<file path="src/rtl/core/spd_pkg.sv">
// Shared types and constants of the spanning tree peeling decoder.
`timescale 1ns / 1ps
package spd_pkg;
	localparam int NUM_VERTICES = 64;
	localparam int MAX_DEGREE   = 5;
	localparam int VERTEX_BITS  = 6;
	localparam int QUEUE_DEPTH  = 64;
	localparam int DEG_BITS     = $clog2(MAX_DEGREE + 1);
	localparam int QPTR_BITS    = $clog2(QUEUE_DEPTH);
	localparam int QCNT_BITS    = QPTR_BITS + 1;
	localparam int COUNT_BITS   = 6;
	localparam int PAIR_DEPTH   = 64;
	localparam int PAIR_BITS    = $clog2(PAIR_DEPTH);

	typedef logic [VERTEX_BITS-1:0] vertex_t;

	typedef struct packed {
		logic [DEG_BITS-1:0]          deg;
		vertex_t [MAX_DEGREE-1:0]     nb;
	} nbr_entry_t;

	localparam int NBR_BITS = $bits(nbr_entry_t);

	typedef struct packed {
		vertex_t leaf;
		vertex_t nb;
	} pair_t;

	localparam int PAIR_WORD_BITS = $bits(pair_t);

	typedef enum logic [1:0] {
		CMD_ADD_EDGE = 2'd0,
		CMD_SET_SYN  = 2'd1,
		CMD_START    = 2'd2,
		CMD_NONE     = 2'd3
	} cmd_t;

	typedef enum logic {
		LIST_PUSH   = 1'b0,
		LIST_REMOVE = 1'b1
	} list_op_t;

	typedef struct packed {
		logic full;
		logic deg_one;
	} list_stat_t;

	typedef enum logic [3:0] {
		S_IDLE,
		S_EDGE_RD_V,
		S_EDGE_WR_V,
		S_EDGE_RD_U,
		S_EDGE_WR_U,
		S_SCAN_RD,
		S_SCAN_CHK,
		S_POP,
		S_LEAF_RD,
		S_LEAF_CHK,
		S_NB_UPD,
		S_CHK_RD,
		S_CHK_EVAL,
		S_EMIT,
		S_DONE
	} state_t;
endpackage

</file>
<file path="src/rtl/core/spd_in_if.sv">
// Input channel of the peeling decoder: command words.
`timescale 1ns / 1ps
interface spd_in_if import spd_pkg::*; ();
	logic                  valid;
	logic                  ready;
	logic [1:0]            command;
	vertex_t               vertex_u;
	vertex_t               vertex_v;
	logic                  syndrome_bit;
	logic [COUNT_BITS-1:0] peel_count;

	modport source(output valid, command, vertex_u, vertex_v, syndrome_bit, peel_count,
		input ready);
	modport sink(input valid, command, vertex_u, vertex_v, syndrome_bit, peel_count,
		output ready);
endinterface

</file>
<file path="src/rtl/core/spd_out_if.sv">
// Output channel of the peeling decoder: correction and done words.
`timescale 1ns / 1ps
interface spd_out_if import spd_pkg::*; ();
	logic    valid;
	logic    ready;
	vertex_t correction_u;
	vertex_t correction_v;
	logic    is_done;
	logic    error_flag;

	modport source(output valid, correction_u, correction_v, is_done, error_flag,
		input ready);
	modport sink(input valid, correction_u, correction_v, is_done, error_flag,
		output ready);
endinterface

</file>
<file path="src/rtl/core/spd_ram.sv">
// Generic single write port RAM with a registered read port.
`timescale 1ns / 1ps
module spd_ram #(
	parameter int WIDTH = 8,
	parameter int DEPTH = 64
) (
	input  logic                     clk,
	input  logic                     we,
	input  logic [$clog2(DEPTH)-1:0] waddr,
	input  logic [WIDTH-1:0]         wdata,
	input  logic [$clog2(DEPTH)-1:0] raddr,
	output logic [WIDTH-1:0]         rdata
);
	logic [WIDTH-1:0] mem [DEPTH];

	always_ff @(posedge clk) begin
		if (we) begin
			mem[waddr] <= wdata;
		end
		rdata <= mem[raddr];
	end
endmodule

</file>
<file path="src/rtl/core/spd_list_unit.sv">
// Shared neighbor list unit: appends a vertex to a list or removes its first match.
`timescale 1ns / 1ps
module spd_list_unit import spd_pkg::*; (
	input  list_op_t   op,
	input  nbr_entry_t entry,
	input  vertex_t    who,
	output nbr_entry_t result,
	output list_stat_t stat
);
	logic                found;
	logic [DEG_BITS-1:0] idx;

	always_comb begin
		found = 1'b0;
		idx = '0;
		for (int i = 0; i < MAX_DEGREE; i++) begin
			if (!found && DEG_BITS'(i) < entry.deg && entry.nb[i] == who) begin
				found = 1'b1;
				idx = DEG_BITS'(i);
			end
		end
	end

	always_comb begin
		result = entry;
		stat.full = 1'b0;
		unique case (op)
			LIST_PUSH: begin
				if (entry.deg >= DEG_BITS'(MAX_DEGREE)) begin
					stat.full = 1'b1;
				end else begin
					result.nb[entry.deg] = who;
					result.deg = entry.deg + DEG_BITS'(1);
				end
			end
			LIST_REMOVE: begin
				if (found) begin
					// Close the gap; slots past the new degree are never read.
					for (int k = 0; k < MAX_DEGREE - 1; k++) begin
						if (DEG_BITS'(k) >= idx) begin
							result.nb[k] = entry.nb[k + 1];
						end
					end
					result.deg = entry.deg - DEG_BITS'(1);
				end
			end
			default: result = entry;
		endcase
		stat.deg_one = (result.deg == DEG_BITS'(1));
	end
endmodule

</file>
<file path="src/rtl/core/spanning_tree_peeling_decoder.sv">
// Top level of the spanning tree peeling decoder: sequencer, state and output register.
`timescale 1ns / 1ps
// One word is taken at a time. An edge word reads and writes each endpoint's neighbor
// list in turn through the one list unit; a syndrome word is stored as it is taken. A
// start word first scans the neighbor list memory for leaves, reading and checking each
// vertex in turn, then runs the peel steps (queue read, leaf list read, neighbor list
// read, neighbor list update, the update skipped for a leaf with an empty list), then
// reads and checks each recorded pair, sends a correction word for each pair that needs
// one and a final done word, plus whatever the sink stalls those words.
// All of it is bound by the single read port of the neighbor list memory. After the
// done word is taken the tree, the leaf queue and the overflow mark are cleared at once.
module spanning_tree_peeling_decoder import spd_pkg::*; (
	input logic       clk,
	input logic       arst_n,
	spd_in_if.sink    req,
	spd_out_if.source rsp
);
	state_t                 state_q, state_d;
	vertex_t                u_q, v_q, leaf_q, nb_q;
	logic [COUNT_BITS-1:0]  peel_q, iter_q;
	vertex_t                scan_q;
	logic [PAIR_BITS-1:0]   pairs_q, ci_q;
	logic [QPTR_BITS-1:0]   head_q;
	logic [QCNT_BITS-1:0]   qcount_q;
	logic                   dry_q, ovf_q;
	logic [NUM_VERTICES-1:0] syn_q, work_q, nbr_valid_q;
	vertex_t                nbr_raddr_q;
	vertex_t                out_u_q, out_v_q;
	logic                   out_done_q, out_err_q;

	vertex_t                nbr_raddr, nbr_waddr;
	logic                   nbr_we;
	logic [NBR_BITS-1:0]    nbr_rdata;
	nbr_entry_t             nbr_cur, unit_out;
	list_op_t               unit_op;
	vertex_t                unit_who;
	list_stat_t             unit_stat;
	logic                   q_push, q_full, q_pop;
	logic [QPTR_BITS-1:0]   q_raddr, q_waddr;
	logic [VERTEX_BITS-1:0] q_rdata;
	logic                   pair_we;
	logic [PAIR_WORD_BITS-1:0] pair_rdata;
	pair_t                  pair_cur;
	logic                   accept, out_take;
	logic [NUM_VERTICES-1:0] work_next;

	assign accept   = req.valid && req.ready;
	assign out_take = rsp.valid && rsp.ready;
	assign nbr_cur  = nbr_valid_q[nbr_raddr_q] ? nbr_entry_t'(nbr_rdata) : '0;
	assign pair_cur = pair_t'(pair_rdata);
	assign q_full   = (qcount_q == QCNT_BITS'(QUEUE_DEPTH));
	assign q_waddr  = head_q + qcount_q[QPTR_BITS-1:0];
	assign q_raddr  = head_q;

	spd_ram #(.WIDTH(NBR_BITS), .DEPTH(NUM_VERTICES)) u_nbr_ram (
		.clk   (clk),
		.we    (nbr_we),
		.waddr (nbr_waddr),
		.wdata (unit_out),
		.raddr (nbr_raddr),
		.rdata (nbr_rdata)
	);

	spd_ram #(.WIDTH(VERTEX_BITS), .DEPTH(QUEUE_DEPTH)) u_queue_ram (
		.clk   (clk),
		.we    (q_push && !q_full),
		.waddr (q_waddr),
		.wdata (state_q == S_SCAN_CHK ? nbr_raddr_q : nb_q),
		.raddr (q_raddr),
		.rdata (q_rdata)
	);

	spd_ram #(.WIDTH(PAIR_WORD_BITS), .DEPTH(PAIR_DEPTH)) u_pair_ram (
		.clk   (clk),
		.we    (pair_we),
		.waddr (pairs_q),
		.wdata ({leaf_q, nb_q}),
		.raddr (ci_q),
		.rdata (pair_rdata)
	);

	spd_list_unit u_list (
		.op     (unit_op),
		.entry  (nbr_cur),
		.who    (unit_who),
		.result (unit_out),
		.stat   (unit_stat)
	);

	// Next state.
	always_comb begin
		state_d = state_q;
		unique case (state_q)
			S_IDLE: begin
				if (accept) begin
					priority if (req.command == CMD_ADD_EDGE) state_d = S_EDGE_RD_V;
					else if (req.command == CMD_START) state_d = S_SCAN_RD;
					else state_d = S_IDLE;
				end
			end
			S_EDGE_RD_V: state_d = S_EDGE_WR_V;
			S_EDGE_WR_V: state_d = S_EDGE_RD_U;
			S_EDGE_RD_U: state_d = S_EDGE_WR_U;
			S_EDGE_WR_U: state_d = S_IDLE;
			S_SCAN_RD:   state_d = S_SCAN_CHK;
			S_SCAN_CHK:  state_d = (scan_q == VERTEX_BITS'(NUM_VERTICES - 1)) ? S_POP : S_SCAN_RD;
			S_POP: begin
				priority if (iter_q == peel_q) state_d = S_CHK_RD;
				else if (qcount_q == '0) state_d = S_CHK_RD;
				else state_d = S_LEAF_RD;
			end
			S_LEAF_RD:   state_d = S_LEAF_CHK;
			S_LEAF_CHK:  state_d = (nbr_cur.deg == '0) ? S_POP : S_NB_UPD;
			S_NB_UPD:    state_d = S_POP;
			S_CHK_RD:    state_d = (ci_q == pairs_q) ? S_DONE : S_CHK_EVAL;
			S_CHK_EVAL:  state_d = work_q[pair_cur.leaf] ? S_EMIT : S_CHK_RD;
			S_EMIT:      state_d = rsp.ready ? S_CHK_RD : S_EMIT;
			S_DONE:      state_d = rsp.ready ? S_IDLE : S_DONE;
			default:     state_d = S_IDLE;
		endcase
	end

	// Outputs of the sequencer.
	always_comb begin
		req.ready = (state_q == S_IDLE);
		rsp.valid = (state_q == S_EMIT) || (state_q == S_DONE);
		nbr_raddr = nbr_raddr_q;
		nbr_waddr = v_q;
		nbr_we    = 1'b0;
		unit_op   = LIST_PUSH;
		unit_who  = u_q;
		q_push    = 1'b0;
		q_pop     = 1'b0;
		pair_we   = 1'b0;
		unique case (state_q)
			S_EDGE_RD_V: nbr_raddr = v_q;
			S_EDGE_WR_V: begin
				nbr_we = 1'b1;
			end
			S_EDGE_RD_U: nbr_raddr = u_q;
			S_EDGE_WR_U: begin
				nbr_we    = 1'b1;
				nbr_waddr = u_q;
				unit_who  = v_q;
			end
			S_SCAN_RD:   nbr_raddr = scan_q;
			S_SCAN_CHK:  q_push = (nbr_cur.deg == DEG_BITS'(1));
			S_POP:       q_pop = (iter_q != peel_q) && (qcount_q != '0);
			S_LEAF_RD:   nbr_raddr = q_rdata;
			S_LEAF_CHK:  nbr_raddr = nbr_cur.nb[0];
			S_NB_UPD: begin
				unit_op   = LIST_REMOVE;
				unit_who  = leaf_q;
				nbr_we    = 1'b1;
				nbr_waddr = nb_q;
				pair_we   = 1'b1;
				q_push    = unit_stat.deg_one;
			end
			default: begin
			end
		endcase
	end

	always_comb begin
		work_next = work_q;
		work_next[pair_cur.leaf] = 1'b0;
		work_next[pair_cur.nb] = work_next[pair_cur.nb] ^ 1'b1;
	end

	always_ff @(posedge clk or negedge arst_n) begin
		if (!arst_n) begin
			state_q     <= S_IDLE;
			syn_q       <= '0;
			nbr_valid_q <= '0;
			head_q      <= '0;
			qcount_q    <= '0;
			ovf_q       <= 1'b0;
			dry_q       <= 1'b0;
			iter_q      <= '0;
			pairs_q     <= '0;
			ci_q        <= '0;
			scan_q      <= '0;
		end else begin
			state_q <= state_d;
			if (accept && req.command == CMD_SET_SYN) begin
				syn_q[req.vertex_u] <= req.syndrome_bit;
			end
			if (accept && req.command == CMD_START) begin
				scan_q  <= '0;
				iter_q  <= '0;
				pairs_q <= '0;
				ci_q    <= '0;
				dry_q   <= 1'b0;
			end
			if (nbr_we) begin
				nbr_valid_q[nbr_waddr] <= 1'b1;
			end
			if (nbr_we && unit_op == LIST_PUSH && unit_stat.full) begin
				ovf_q <= 1'b1;
			end
			if (q_push) begin
				if (q_full) begin
					ovf_q <= 1'b1;
				end else begin
					qcount_q <= qcount_q + QCNT_BITS'(1);
				end
			end
			if (state_q == S_SCAN_CHK) begin
				scan_q <= scan_q + VERTEX_BITS'(1);
			end
			if (state_q == S_POP && iter_q != peel_q && qcount_q == '0) begin
				dry_q <= 1'b1;
			end
			if (q_pop) begin
				head_q   <= head_q + QPTR_BITS'(1);
				qcount_q <= qcount_q - QCNT_BITS'(1);
				iter_q   <= iter_q + COUNT_BITS'(1);
			end
			if (pair_we) begin
				pairs_q <= pairs_q + PAIR_BITS'(1);
			end
			if (state_q == S_CHK_EVAL) begin
				ci_q <= ci_q + PAIR_BITS'(1);
			end
			if (state_q == S_DONE && out_take) begin
				nbr_valid_q <= '0;
				head_q      <= '0;
				qcount_q    <= '0;
				ovf_q       <= 1'b0;
			end
		end
	end

	// Payload registers.
	always_ff @(posedge clk) begin
		nbr_raddr_q <= nbr_raddr;
		if (accept) begin
			u_q    <= req.vertex_u;
			v_q    <= req.vertex_v;
			peel_q <= req.peel_count;
		end
		if (accept && req.command == CMD_START) begin
			work_q <= syn_q;
		end
		if (state_q == S_LEAF_RD) begin
			leaf_q <= q_rdata;
		end
		if (state_q == S_LEAF_CHK) begin
			nb_q <= nbr_cur.nb[0];
		end
		if (state_q == S_CHK_EVAL && work_q[pair_cur.leaf]) begin
			work_q     <= work_next;
			out_u_q    <= pair_cur.leaf;
			out_v_q    <= pair_cur.nb;
			out_done_q <= 1'b0;
			out_err_q  <= 1'b0;
		end
		if (state_q == S_CHK_RD && ci_q == pairs_q) begin
			out_u_q    <= '0;
			out_v_q    <= '0;
			out_done_q <= 1'b1;
			out_err_q  <= dry_q || ovf_q;
		end
	end

	assign rsp.correction_u = out_u_q;
	assign rsp.correction_v = out_v_q;
	assign rsp.is_done      = out_done_q;
	assign rsp.error_flag   = out_err_q;

	a_queue_bound: assert property (@(posedge clk) disable iff (!arst_n)
		qcount_q <= QCNT_BITS'(QUEUE_DEPTH))
		else $error("leaf queue count beyond its depth");

	a_idle_queue_empty: assert property (@(posedge clk) disable iff (!arst_n)
		(state_q == S_IDLE) |-> (qcount_q == '0 && head_q == '0))
		else $error("leaf queue not cleared between runs");

	a_done_ends_run: assert property (@(posedge clk) disable iff (!arst_n)
		(out_take && rsp.is_done) |=> (state_q == S_IDLE && nbr_valid_q == '0))
		else $error("tree not cleared after done word");

	a_pairs_le_steps: assert property (@(posedge clk) disable iff (!arst_n)
		(state_q == S_CHK_RD) |-> (COUNT_BITS'(pairs_q) <= iter_q))
		else $error("more pairs than peel steps");
endmodule
</file>
<file path="src/flat_wrapper.sv">
// flat-port wrapper written by rule: the top's interface ports become plain ports
module spanning_tree_peeling_decoder_flat import spd_pkg::*;
  (clk, arst_n, req_valid, req_command, req_vertex_u, req_vertex_v, req_syndrome_bit, req_peel_count, req_ready, rsp_valid, rsp_correction_u, rsp_correction_v, rsp_is_done, rsp_error_flag, rsp_ready);
  spd_in_if req_i ();
  spd_out_if rsp_i ();
  input logic clk;
  input logic arst_n;
  input wire logic [$bits(req_i.valid)-1:0] req_valid;
  input wire logic [$bits(req_i.command)-1:0] req_command;
  input wire logic [$bits(req_i.vertex_u)-1:0] req_vertex_u;
  input wire logic [$bits(req_i.vertex_v)-1:0] req_vertex_v;
  input wire logic [$bits(req_i.syndrome_bit)-1:0] req_syndrome_bit;
  input wire logic [$bits(req_i.peel_count)-1:0] req_peel_count;
  output wire logic [$bits(req_i.ready)-1:0] req_ready;
  output wire logic [$bits(rsp_i.valid)-1:0] rsp_valid;
  output wire logic [$bits(rsp_i.correction_u)-1:0] rsp_correction_u;
  output wire logic [$bits(rsp_i.correction_v)-1:0] rsp_correction_v;
  output wire logic [$bits(rsp_i.is_done)-1:0] rsp_is_done;
  output wire logic [$bits(rsp_i.error_flag)-1:0] rsp_error_flag;
  input wire logic [$bits(rsp_i.ready)-1:0] rsp_ready;
  assign req_i.valid = req_valid;
  assign req_i.command = req_command;
  assign req_i.vertex_u = req_vertex_u;
  assign req_i.vertex_v = req_vertex_v;
  assign req_i.syndrome_bit = req_syndrome_bit;
  assign req_i.peel_count = req_peel_count;
  assign req_ready = req_i.ready;
  assign rsp_valid = rsp_i.valid;
  assign rsp_correction_u = rsp_i.correction_u;
  assign rsp_correction_v = rsp_i.correction_v;
  assign rsp_is_done = rsp_i.is_done;
  assign rsp_error_flag = rsp_i.error_flag;
  assign rsp_i.ready = rsp_ready;
  spanning_tree_peeling_decoder u_core (.clk(clk), .arst_n(arst_n), .req(req_i), .rsp(rsp_i));
endmodule
</file>
<file path="config.mk">
export PLATFORM = sky130hd
export DESIGN_NAME = spanning_tree_peeling_decoder_flat
export DESIGN_NICKNAME = d
export VERILOG_FILES = /design/src/rtl/core/spd_pkg.sv /design/src/rtl/core/spd_in_if.sv /design/src/rtl/core/spd_out_if.sv /design/src/rtl/core/spd_ram.sv /design/src/rtl/core/spd_list_unit.sv /design/src/rtl/core/spanning_tree_peeling_decoder.sv /design/src/flat_wrapper.sv
export SDC_FILE = /design/constraint.sdc
export NUM_CORES = 2
export LEC_CHECK = 0
export BUFFER_PORTS_ARGS = -buffer_cell sky130_fd_sc_hd__buf_4
export CAP_MARGIN = 25
export CORE_MARGIN = 2
export CORE_UTILIZATION = 55
export CTS_CLUSTER_SIZE = 25
export DETAILED_ROUTE_END_ITERATION = 12
export PLACE_DENSITY = 0.68
export SYNTH_ARGS = -nofsm -noshare
export SYNTH_HDL_FRONTEND = slang
export SYNTH_HIERARCHICAL = 1
export SYNTH_SLANG_ARGS = --single-unit
</file>
<file path="constraint.sdc">
create_clock -name clk -period 15.2 [get_ports clk]
set_input_delay 3.04 -clock clk [delete_from_list [all_inputs] [get_ports clk]]
set_output_delay 3.04 -clock clk [all_outputs]
set_load 0.05 [all_outputs]
</file>
# == Word level (Yosys, flattened, before mapping) ==
# Memories as Yosys holds them, arrays and structs flattened. A register that Yosys moved wholly into a read port is not among the register bits.
# Index checks and enable logic that the tools add are counted.
# totals
ff_bits,285
latch_bits,0
ram_bits,3264
rom_bits,0
in_bits,25
elab_cells,232
mem_count,3
# mem_list
memory,words,word_bits,read_ports,rd_ports_with_merged_regs,write_ports,line,source
u_core.u_nbr_ram.mem,64,33,1,1,1,spd_ram.sv:14,logic [WIDTH-1:0] mem [DEPTH];
u_core.u_pair_ram.mem,64,12,1,1,1,spd_ram.sv:14,
u_core.u_queue_ram.mem,64,6,1,1,1,spd_ram.sv:14,
# op_classes
add_sub_neg,10
mul,0
div,0
n_lt_le_gt_ge,21
eq_ne,30
shifts,0
muxes,90
bitwise_logic,5
n_reduce_logical,51
# op_table
cell,n
2-to-1 mux 64 bit,4
bitwise mux 64 bit,2
2-to-1 mux 6 bit,14
2-to-1 mux 33 bit,2
bitwise AND 64 bit,1
inverter 64 bit,1
bitwise OR 64 bit,1
case mux 4 bit (14 select lines),1
case mux 24 bit (2 select lines),1
equality test 6 bit,7
< comparator 6 x 7 -> 1 bit (second input constant),5
2-to-1 mux 1 bit,32
adder 6 x 1 -> 6 bit (second input constant),5
bitwise mux 30 bit,1
case mux 6 bit (5 select lines),1
equality test 4 bit (second input constant),7
2-to-1 mux 7 bit,4
logical AND 1 bit,27
demux 1 bit (select 6 bit),4
>= comparator 6 x 1 -> 1 bit (second input constant),4
2-to-1 mux 24 bit,1
case mux 6 bit (2 select lines),2
2-to-1 mux 3 bit,7
2-to-1 mux 4 bit,5
41 further kinds,68

# == Depth between registers and ports, before layout ==
# logic_depth
depth_word,29
mapped_depth,23
mapped_depth_nobuf,18

# == Hierarchy ==
# Netlist, hierarchy kept.
# modules_own_cells
module,instances,cells_per_inst,area_per_inst_um2,seq_area_each_um2
spd_ram at u_core.u_nbr_ram,1,3598,81192.9,64081.5
spd_ram at u_core.u_pair_ram,1,1339,29851.1,23302.3
spanning_tree_peeling_decoder,1,1675,16118.0,7512.2
spd_ram at u_core.u_queue_ram,1,720,15225.9,11651.2
spd_list_unit,1,167,1196.1,0.0

# == Least setup slack after synthesis ==
# OpenSTA, ideal clock, no wires.
# synth_path
path_kind,flip-flop to flip-flop
start,register u_core.nbr_raddr_q[2]
end,memory u_core/u_queue_ram/mem[48][0] (netlist bit) (enable)
arrival_time_ns,6.760
required_time_ns,14.823
setup_slack_ns,8.063
stages_incl_launch_ff,22
path_cell_list,dfxtp_1 buf_2 mux4_2 and4b_1 a311oi_1 nand4b_1 clkbuf_1 clkbuf_1 and3_1 inv_1 ha_1 nor2_1 o2111a_1 and4bb_4 a31oi_1 xnor2_1 nor3b_2 a32oi_1 nor2_1 nor2b_1 nand4b_1 nor3_1
# synth_rtl
item,line,source
from (decl),spanning_tree_peeling_decoder.sv:27,vertex_t nbr_raddr_q;
from (signal assigned),spanning_tree_peeling_decoder.sv:236,nbr_raddr_q <= nbr_raddr;
to (decl),spd_ram.sv:14,

==> results.sh <==
export IMPL_outcome="finished clean"
export IMPL_syn2layout_area_growth_pct=11.65
export IMPL_period_minus_slack_ns=8.149
export IMPL_p_leak_uw=0.05173
export IMPL_syn_nets=7545
export IMPL_fin_setup_tns_ns=0
export IMPL_rows=187
export IMPL_synth_enable_flop_cells=3359
export IMPL_grt_pass1_wl_mm=545.9
export IMPL_cap_violations=0
export IMPL_clock_sinks=3600
export IMPL_fmax_mhz=122.7
export IMPL_critical_path_class="flip-flop to flip-flop"
export IMPL_post_cts_resized=0
export IMPL_clk_path_buf_depth=4
export IMPL_synthArstFlopShare_pct=4.750
export IMPL_gp_congestion=0.9013
export IMPL_clkTransAtPathRegs_ns=0.06
export IMPL_hold_ws_ns=0.4922
export IMPL_met2_length_mm=183.8
export IMPL_die_x_um=514.9
export IMPL_avgSynthCellArea_um2=19.15
export IMPL_grt_overflow=0
export IMPL_drt_iter0_markers=10880
export IMPL_clkPwrFrac_pct=22.5
export IMPL_slew_headroom_pct=26.25
export IMPL_cp_end_kind="flip-flop"
export IMPL_multi_input_area_um2=35140
export IMPL_cts_tree="done"
export IMPL_antenna_found_initial=21
export IMPL_ir_worst_vdd_mv=0.3867
export IMPL_required_ns=15.71
export IMPL_synthCells=7499
export IMPL_coreArea_um2=259700
export IMPL_routed_top_layer="met5"
export IMPL_vias_per_cell=6.711
export IMPL_drive_above_1_share_pct=23.43
export IMPL_post_cts_setup_buffers=0
export IMPL_hold_viol=0
export IMPL_p_seq_share_pct=36.9
export IMPL_via_count=76950
export IMPL_grt_pass1_vias=75490
export IMPL_start_util_pct=55.29
export IMPL_power_density_nw_per_um2=239.9
export IMPL_io_pins=41
export IMPL_clock_latency_ns=0.91
export IMPL_critPathBufInv=2
export IMPL_grt_max_degree=129
export IMPL_clockRootBuffer="clkbuf_16"
export IMPL_ys_ff_latch=3600
export IMPL_setup_viol=0
export IMPL_crit_family="simple AND/OR/NAND/NOR gates"
export IMPL_routedWlPerCell_um=33.29
export IMPL_firstDrtPassIters=7
export IMPL_cts_buffers=361
export IMPL_rsz0062_at_grt="false"
export IMPL_synth_cell_types=98
export IMPL_synth_area_um2=143600
export IMPL_p_int_uw=23880
export IMPL_ys_seq_area_share_pct=74.21
export IMPL_arrival_ns=8.66
export IMPL_slew_viol_final=0
export IMPL_io_buffers=40
export IMPL_worst_slew_pin_slew_ns=1.096
export IMPL_yosysWarnings=6
export IMPL_crit_path_cell_trace="nor2b_1 -> nand3_1 -> inv_2 -> nor2_2 -> nand2_1 -> nand2_1 -> xnor2_1 -> nand4_1 -> or4_1 -> and4bb_4 -> a31oi_1 -> xnor2_2 -> buf_4 -> nor3b_2 -> a32oi_1 -> nor2_1 -> nand3_1 -> nor2_1"
export IMPL_slowest_delay_ns=0.92
export IMPL_drt_wl_total_mm=381.7
export IMPL_critPathSlowestCell="dfrtp_1"
export IMPL_p_comb_share_pct=40.6
export IMPL_wl_met1_mm=144.6
export IMPL_seqCellArea_um2=106600
export IMPL_startpoint_type="flip-flop"
export IMPL_grt_usage_pct=28.74
export IMPL_cts_htree_levels=5
export IMPL_wl_met3_mm=36.71
export IMPL_drt_antenna_violating_nets=0
export IMPL_cts_hold_buf=0
export IMPL_skew_ns=0.05076
export IMPL_cp_max_fo=65
export IMPL_die_h_um=514.9
export IMPL_fp_dieArea_um2=265200
export IMPL_ys_flop_type="edfxtp_1"
export IMPL_min_path_type="flip-flop to flip-flop"
export IMPL_period_share_pct=53.61
export IMPL_p_sw_uw=14580
export IMPL_drcViolationCount=0
export IMPL_nets=7770
export IMPL_post_dp_hpwl_mm=216.9
export IMPL_fill_cells=17930
export IMPL_sw_frac_of_total_pct=37.91
==> routing by layer <==
| metal | up-vias | global-route usage (%) |
|---|---|---|
| met2 | 4303 | 45.69 |
| met3 | 730 | 5.149 |
| met4 | 14 | 11.75 |
| met5 | - | 0.1644 |
| li1 | 31390 | - |
| met1 | 40510 | 39.74 |
==> power by group through the flow <==
stage	clock network [uW]	registers, uW	logic, uW
final	8660	14200	15600
after global routing	9130	14200	16300
after CTS	8770	14200	15400
after global placement	0	14400	15000
after floorplan	0	14100	9880
after detailed placement	0	14400	15400
==> placed cells by master (no fill, tap or decap), types with 58 or more instances in the layout <==
cell	Yosys	layout
a21oi_1	192	192
and3_1	65	65
o221ai_1	73	73
mux2_2	87	87
buf_4	36	266
mux2i_1	170	170
nand3_1	148	148
nand2_1	280	260
edfxtp_1	3359	3359
nand4_1	64	64
nor2_1	421	346
dfxtp_1	70	69
dfrtp_1	171	165
nor2b_1	63	58
o21ai_1	89	89
o21ai_0	113	112
clkbuf_1	200	102
nor2_4	0	69
a22oi_1	153	153
mux4_2	777	777
o22ai_1	99	99
clkbuf_16	0	367
a211oi_1	86	86
==> stage by stage <==
stage	setup WS, ns	utilization, %	cell area, um2	total power [uW]	cells
detailed placement	7.224	57.22	148600	29820	10760
finish	7.051	61.73	160300	38460	11470
floorplan	8.063	-	143600	23980	7499
CTS	7.189	61.63	160100	38430	11410
global placement	7.407	57.05	148200	29430	10720
global route	6.451	61.72	160300	39670	11460
==> layout make-up <==
| class | count | area share [%] |
|---|---|---|
| tap | 3402 | 2.655 |
| sequential | 3600 | 66.48 |
| inverter | 31 | 0.07259 |
| antenna | 49 | 0.07649 |
| timing repair buffer | 309 | 1.655 |
| multi-input combinational | 3421 | 21.92 |
| clock buffer | 491 | 6.156 |
| clock inverter | 163 | 0.9858 |
==> sequential cells by signal, summed over array words and instances, names as in the netlist, 7 cells and up <==
signal and cells:
u_core/u_nbr_ram/mem 2112, u_core/u_pair_ram/mem 768, u_core/u_queue_ram/mem 384, u_core/nbr_valid_q 64
u_core/syn_q 64, u_core/work_q 64, u_core/u_nbr_ram/rdata 33, u_core/u_pair_ram/rdata 12
u_core/qcount_q 7
==> worst paths after layout <==
path / from / depth (start not counted) / to / slack [ns]
min: u_core/dry_q / 2 / u_core/dry_q / 0.49
min reg2reg: u_core/dry_q / 2 / u_core/dry_q / 0.49
max reg2reg: u_core/state_q[1] / 18 / u_core/u_queue_ram/mem[57][5] / 7.05
min in group asynchronous: arst_n / 1 / u_core/syn_q[61] / 2.07
max: u_core/state_q[1] / 18 / u_core/u_queue_ram/mem[57][5] / 7.05
max in group asynchronous: arst_n / 4 / u_core/head_q[0] / 11.25
==> cell usage after synthesis, drive strengths merged (74+ instances only) <==
master,count,share of area [%]
dfrtp,171,3.0
a21oi,194,0.68
nor2,424,1.1
buf,246,1.2
nand3,148,0.52
a211oi,96,0.54
o21ai,205,0.72
a22oi,154,0.81
mux2,97,0.76
edfxtp,3359,70
clkbuf,201,0.53
nand2,286,0.78
o22ai,99,0.43
mux4,783,12
o221ai,74,0.46
mux2i,170,1.2
==> worst min-delay path, cell delays in order (launching register included) <==
cell and delay (ns):
dfrtp_1 0.35, nand2_1 0.05, o21ai_0 0.06
==> kinds of logic after synthesis <==
| group | after synthesis | share of synthesized area [%] |
|---|---|---|
| xor+xnor | 65 | 0.3965 |
| simple gates | 1300 | 4.497 |
| compound gates | 985 | 4.652 |
| fa+ha+maj | 21 | 0.1935 |
| mux | 1050 | 14.24 |
| buf+inv | 478 | 1.812 |
| flops | 3600 | 74.21 |
Note: power is estimated with default switching activity, not from simulation.
